--- src/rtl/core/btep_ram.sv ---
module btep_ram #(
    parameter int WIDTH = 64,
    parameter int DEPTH = 10
) (
    input  logic                     i_clk,
    input  logic                     i_we,
    input  logic [$clog2(DEPTH)-1:0] i_waddr,
    input  logic [WIDTH-1:0]         i_wdata,
    input  logic [$clog2(DEPTH)-1:0] i_raddr,
    output logic [WIDTH-1:0]         o_rdata
);

    logic [WIDTH-1:0] r_mem [DEPTH];
    logic [WIDTH-1:0] r_rdata;

    // Write one entry, read one entry with registered data
    always_ff @(posedge i_clk) begin
        if (i_we) begin
            r_mem[i_waddr] <= i_wdata;
        end
        r_rdata <= r_mem[i_raddr];
    end

    assign o_rdata = r_rdata;

endmodule

--- config.mk ---
export PLATFORM = sky130hd
export DESIGN_NAME = btep_ram
export DESIGN_NICKNAME = d
export VERILOG_FILES = /design/src/rtl/core/btep_ram.sv
export SDC_FILE = /design/constraint.sdc
export NUM_CORES = 1
export LEC_CHECK = 0
export ABC_AREA = 1
export ABC_CLOCK_PERIOD_IN_PS = 9900
export BUFFER_PORTS_ARGS = -buffer_cell sky130_fd_sc_hd__buf_2
export CAP_MARGIN = 20
export CORE_MARGIN = 5
export CORE_UTILIZATION = 55
export DETAILED_ROUTE_END_ITERATION = 10
export PLACE_DENSITY_LB_ADDON = 0.25
export SYNTH_ARGS = -nofsm -noshare
export SYNTH_HDL_FRONTEND = slang
export SYNTH_SLANG_ARGS = --single-unit
export TNS_END_PERCENT = 20
--- constraint.sdc ---
create_clock -name i_clk -period 9.9 [get_ports i_clk]
set_input_delay 1.98 -clock i_clk [delete_from_list [all_inputs] [get_ports i_clk]]
set_output_delay 1.98 -clock i_clk [all_outputs]
set_load 0.02 [all_outputs]
==> results.toml <==
[grt]
grt_max_degree = 152
grt_pass1_vias = 17070
grt_remaining_overflow = 0
grt_pass1_wl_mm = 96.10
grtUsageTotal_pct = 22.01
antenna_found_initial = 10

[cts]
cts.repair.resized = 0
clock_latency_ps = 590
numCtsBuffers = 70
cts_sinks = 704
cts_max_level = 3
cts_setup_buffers = 0
cts_tree = "built"
cts.root.buffer_cell = "clkbuf_16"
cts_hold_buf = 0
clk_pin_slew_ps = 60
cts_buffer_depth = 3

[sta]
fin_ws_ps = 5780
tns_ps = 0
clock_skew_ps = 6.993
rsz0062_at_grt = "no"
timing.final.crit_share_pct = 41.62
holdWs_ps = 456.7
slew_violations = 0
slew_headroom_pct = 25.83
min_period_ps = 4120
worstMarginPinSlew_ps = 1112
fmax_ghz = 0.2427
setup_violations = 0
finalHoldViolCount = 0

[synthesis]
synth_cell_types = 16
syn_inst = 2519
syn-num-nets = 2593
synth_common_cells = "nand2_1 (709), edfxtp_1 (640), inv_1 (389)"
synthAdderAreaFrac_pct = 0
synth-seq-cells = 704
synthMuxAreaShare_pct = 0
yosys.area_share.simple_pct = 18.21
synth_top_family_by_area = "simple AND/OR/NAND/NOR gates"
synth_top_cell_area_share_pct = 68.40
synth_area_mm2 = 0.02810
async_reset_ff_share_pct = 0
syn_area_per_cell_um2 = 11.15
yosysTopAreaCell = "edfxtp_1"
ys_seq_area_share_pct = 72.96
synth-xor-area-share_pct = 0
synth.most_common_cell = "nand2_1"
ys.flop_type = "edfxtp_1"
synth_top_cells_by_area = "edfxtp_1 (68%), nand2_1 (9.5%), nand3_1 (6.9%)"
synth_edf_count = 640
synth-compound-area-share_pct = 1.140
ys_warn_count = 0

[die]
die_h_um = 236.0
io_pins = 138
start_util_pct = 55.78
rows = 82
coreArea_mm2 = 0.05038
die_w_um = 236.0
die_area_mm2 = 0.05571

[drt]
wl_mm = 62.76
wl_per_cell_um = 18.69
detail_route.vias_per_cell = 5.252
drc_errors = 0
antenna_left = 0
drt_pass1_iterations = 6
drtIter0Drc = 1645
num_vias = 17640

[setup_path]
cp_max_fo = 74
path_class = "input port to flop"
critPathArrivalTime_ps = 4650
start_kind = "input port"
endpoint_kind = "flop"
critical_path_required_ps = 10420

[power]
leakage_nw = 13.08
power.density_mw_per_mm2 = 199.2
vdd.ir_drop.worst_mv = 0.1165
total_power_w = 0.006264

[outcome]
status = "finished, final reports clean"

[final_layout]
drive_gt1_share_pct = 10.41
area_growth_pct = 11.92
nNetsFinal = 2698

[placed_design]
numPortBuffers = 137
place_congestion = 0.7535
dp_hpwl_mm = 30.32
pre_cts_slack_ps = 5043

[flow_run]
maxCapViolCount = 0

[hold_path]
hold_class = "flop to flop"
[per-layer routing]
layer / wire, um / global-route usage, % / up-vias / part of all wire, %
met3: 4053 / 3.726 / 116 / 6.5
met4: 1547 / 7.706 / 8 / 2.5
met2: 30260 / 36.39 / 590 / 48
met1: 26870 / 29.92 / 8483 / 43
met5: 35 / 0 / - / 0.056
li1: - / - / 8446 / -
[flip-flops by register name, indices dropped and copies added, names as in the netlist]
register,flops
r_mem,640
o_rdata,64
[power by group]
group	internal, W	leakage (nW)	switching [W]	total [W]
registers	0.00332	6.32	0.0000239	0.00335
logic	0.000100	5.66	0.000268	0.000368
clock network	0.00147	1.10	0.00108	0.00255
[worst paths after layout]
| kind | start | to | slack (ps) | depth (start not counted) |
|---|---|---|---|---|
| max | i_raddr[0] | o_rdata[21]$_DFF_P_ | 5780 | 10 |
| min | r_mem[9][30]$_DFFE_PP_ | o_rdata[30]$_DFF_P_ | 460 | 2 |
| max reg2reg | r_mem[1][58]$_DFFE_PP_ | o_rdata[58]$_DFF_P_ | 8830 | 6 |
| min reg2reg | r_mem[9][30]$_DFFE_PP_ | o_rdata[30]$_DFF_P_ | 460 | 2 |
[placed cells by master, fill, tap and decap left out]
cell	instances
clkinv_2	18
nand3b_1	1
clkbuf_1	15
diode_2	6
nor2_1	129
dfxtp_1	64
buf_12	1
inv_2	1
nand3_1	385
clkbuf_16	73
buf_2	135
nor2_4	10
inv_6	5
inv_1	387
clkbuf_8	5
inv_4	1
buf_8	1
edfxtp_1	640
clkinv_4	1
buf_4	22
o21ai_0	64
clkinvlp_4	2
inv_8	1
bufinv_16	3
nand2_1	709
clkinv_1	8
[kinds of logic (layout without fill, tap and decap cells)]
group | Yosys count | in the layout
AO/OA/AOI/OAI | 64 | 64
other | 0 | 6
AND/OR/NAND/NOR | 1234 | 1234
flip-flops | 704 | 704
buffers and inverters | 517 | 679
[critical path: stages]
cell,delay [ps]
buf_8,380
buf_4,730
buf_4,630
buf_12,330
nand2_1,90
nand2_1,80
nand2_1,50
nand3_1,120
nand3_1,80
nand2_1,100
[area by class of cell]
class                   instances  area, um2
clock inverters                36      269.0
flip-flops and latches        704      20500
multi-input cells            1298       5513
well taps                     672      840.8
clock buffers                  93       1952
fillers                      3802      18930
diodes                          6      15.01
repair buffers                159      875.8
inverters                     391       1483
[through the flow]
stage	area [um2]	utilization (%)	cells
2_1_floorplan	28100	-	2519
3_3_place_gp	29190	57.95	3223
6_report	31450	62.43	3359
5_1_grt	31450	62.42	3358
3_5_place_dp	29190	57.95	3223
4_1_cts	31410	62.36	3352
Power figures use the tool's default switching activity.
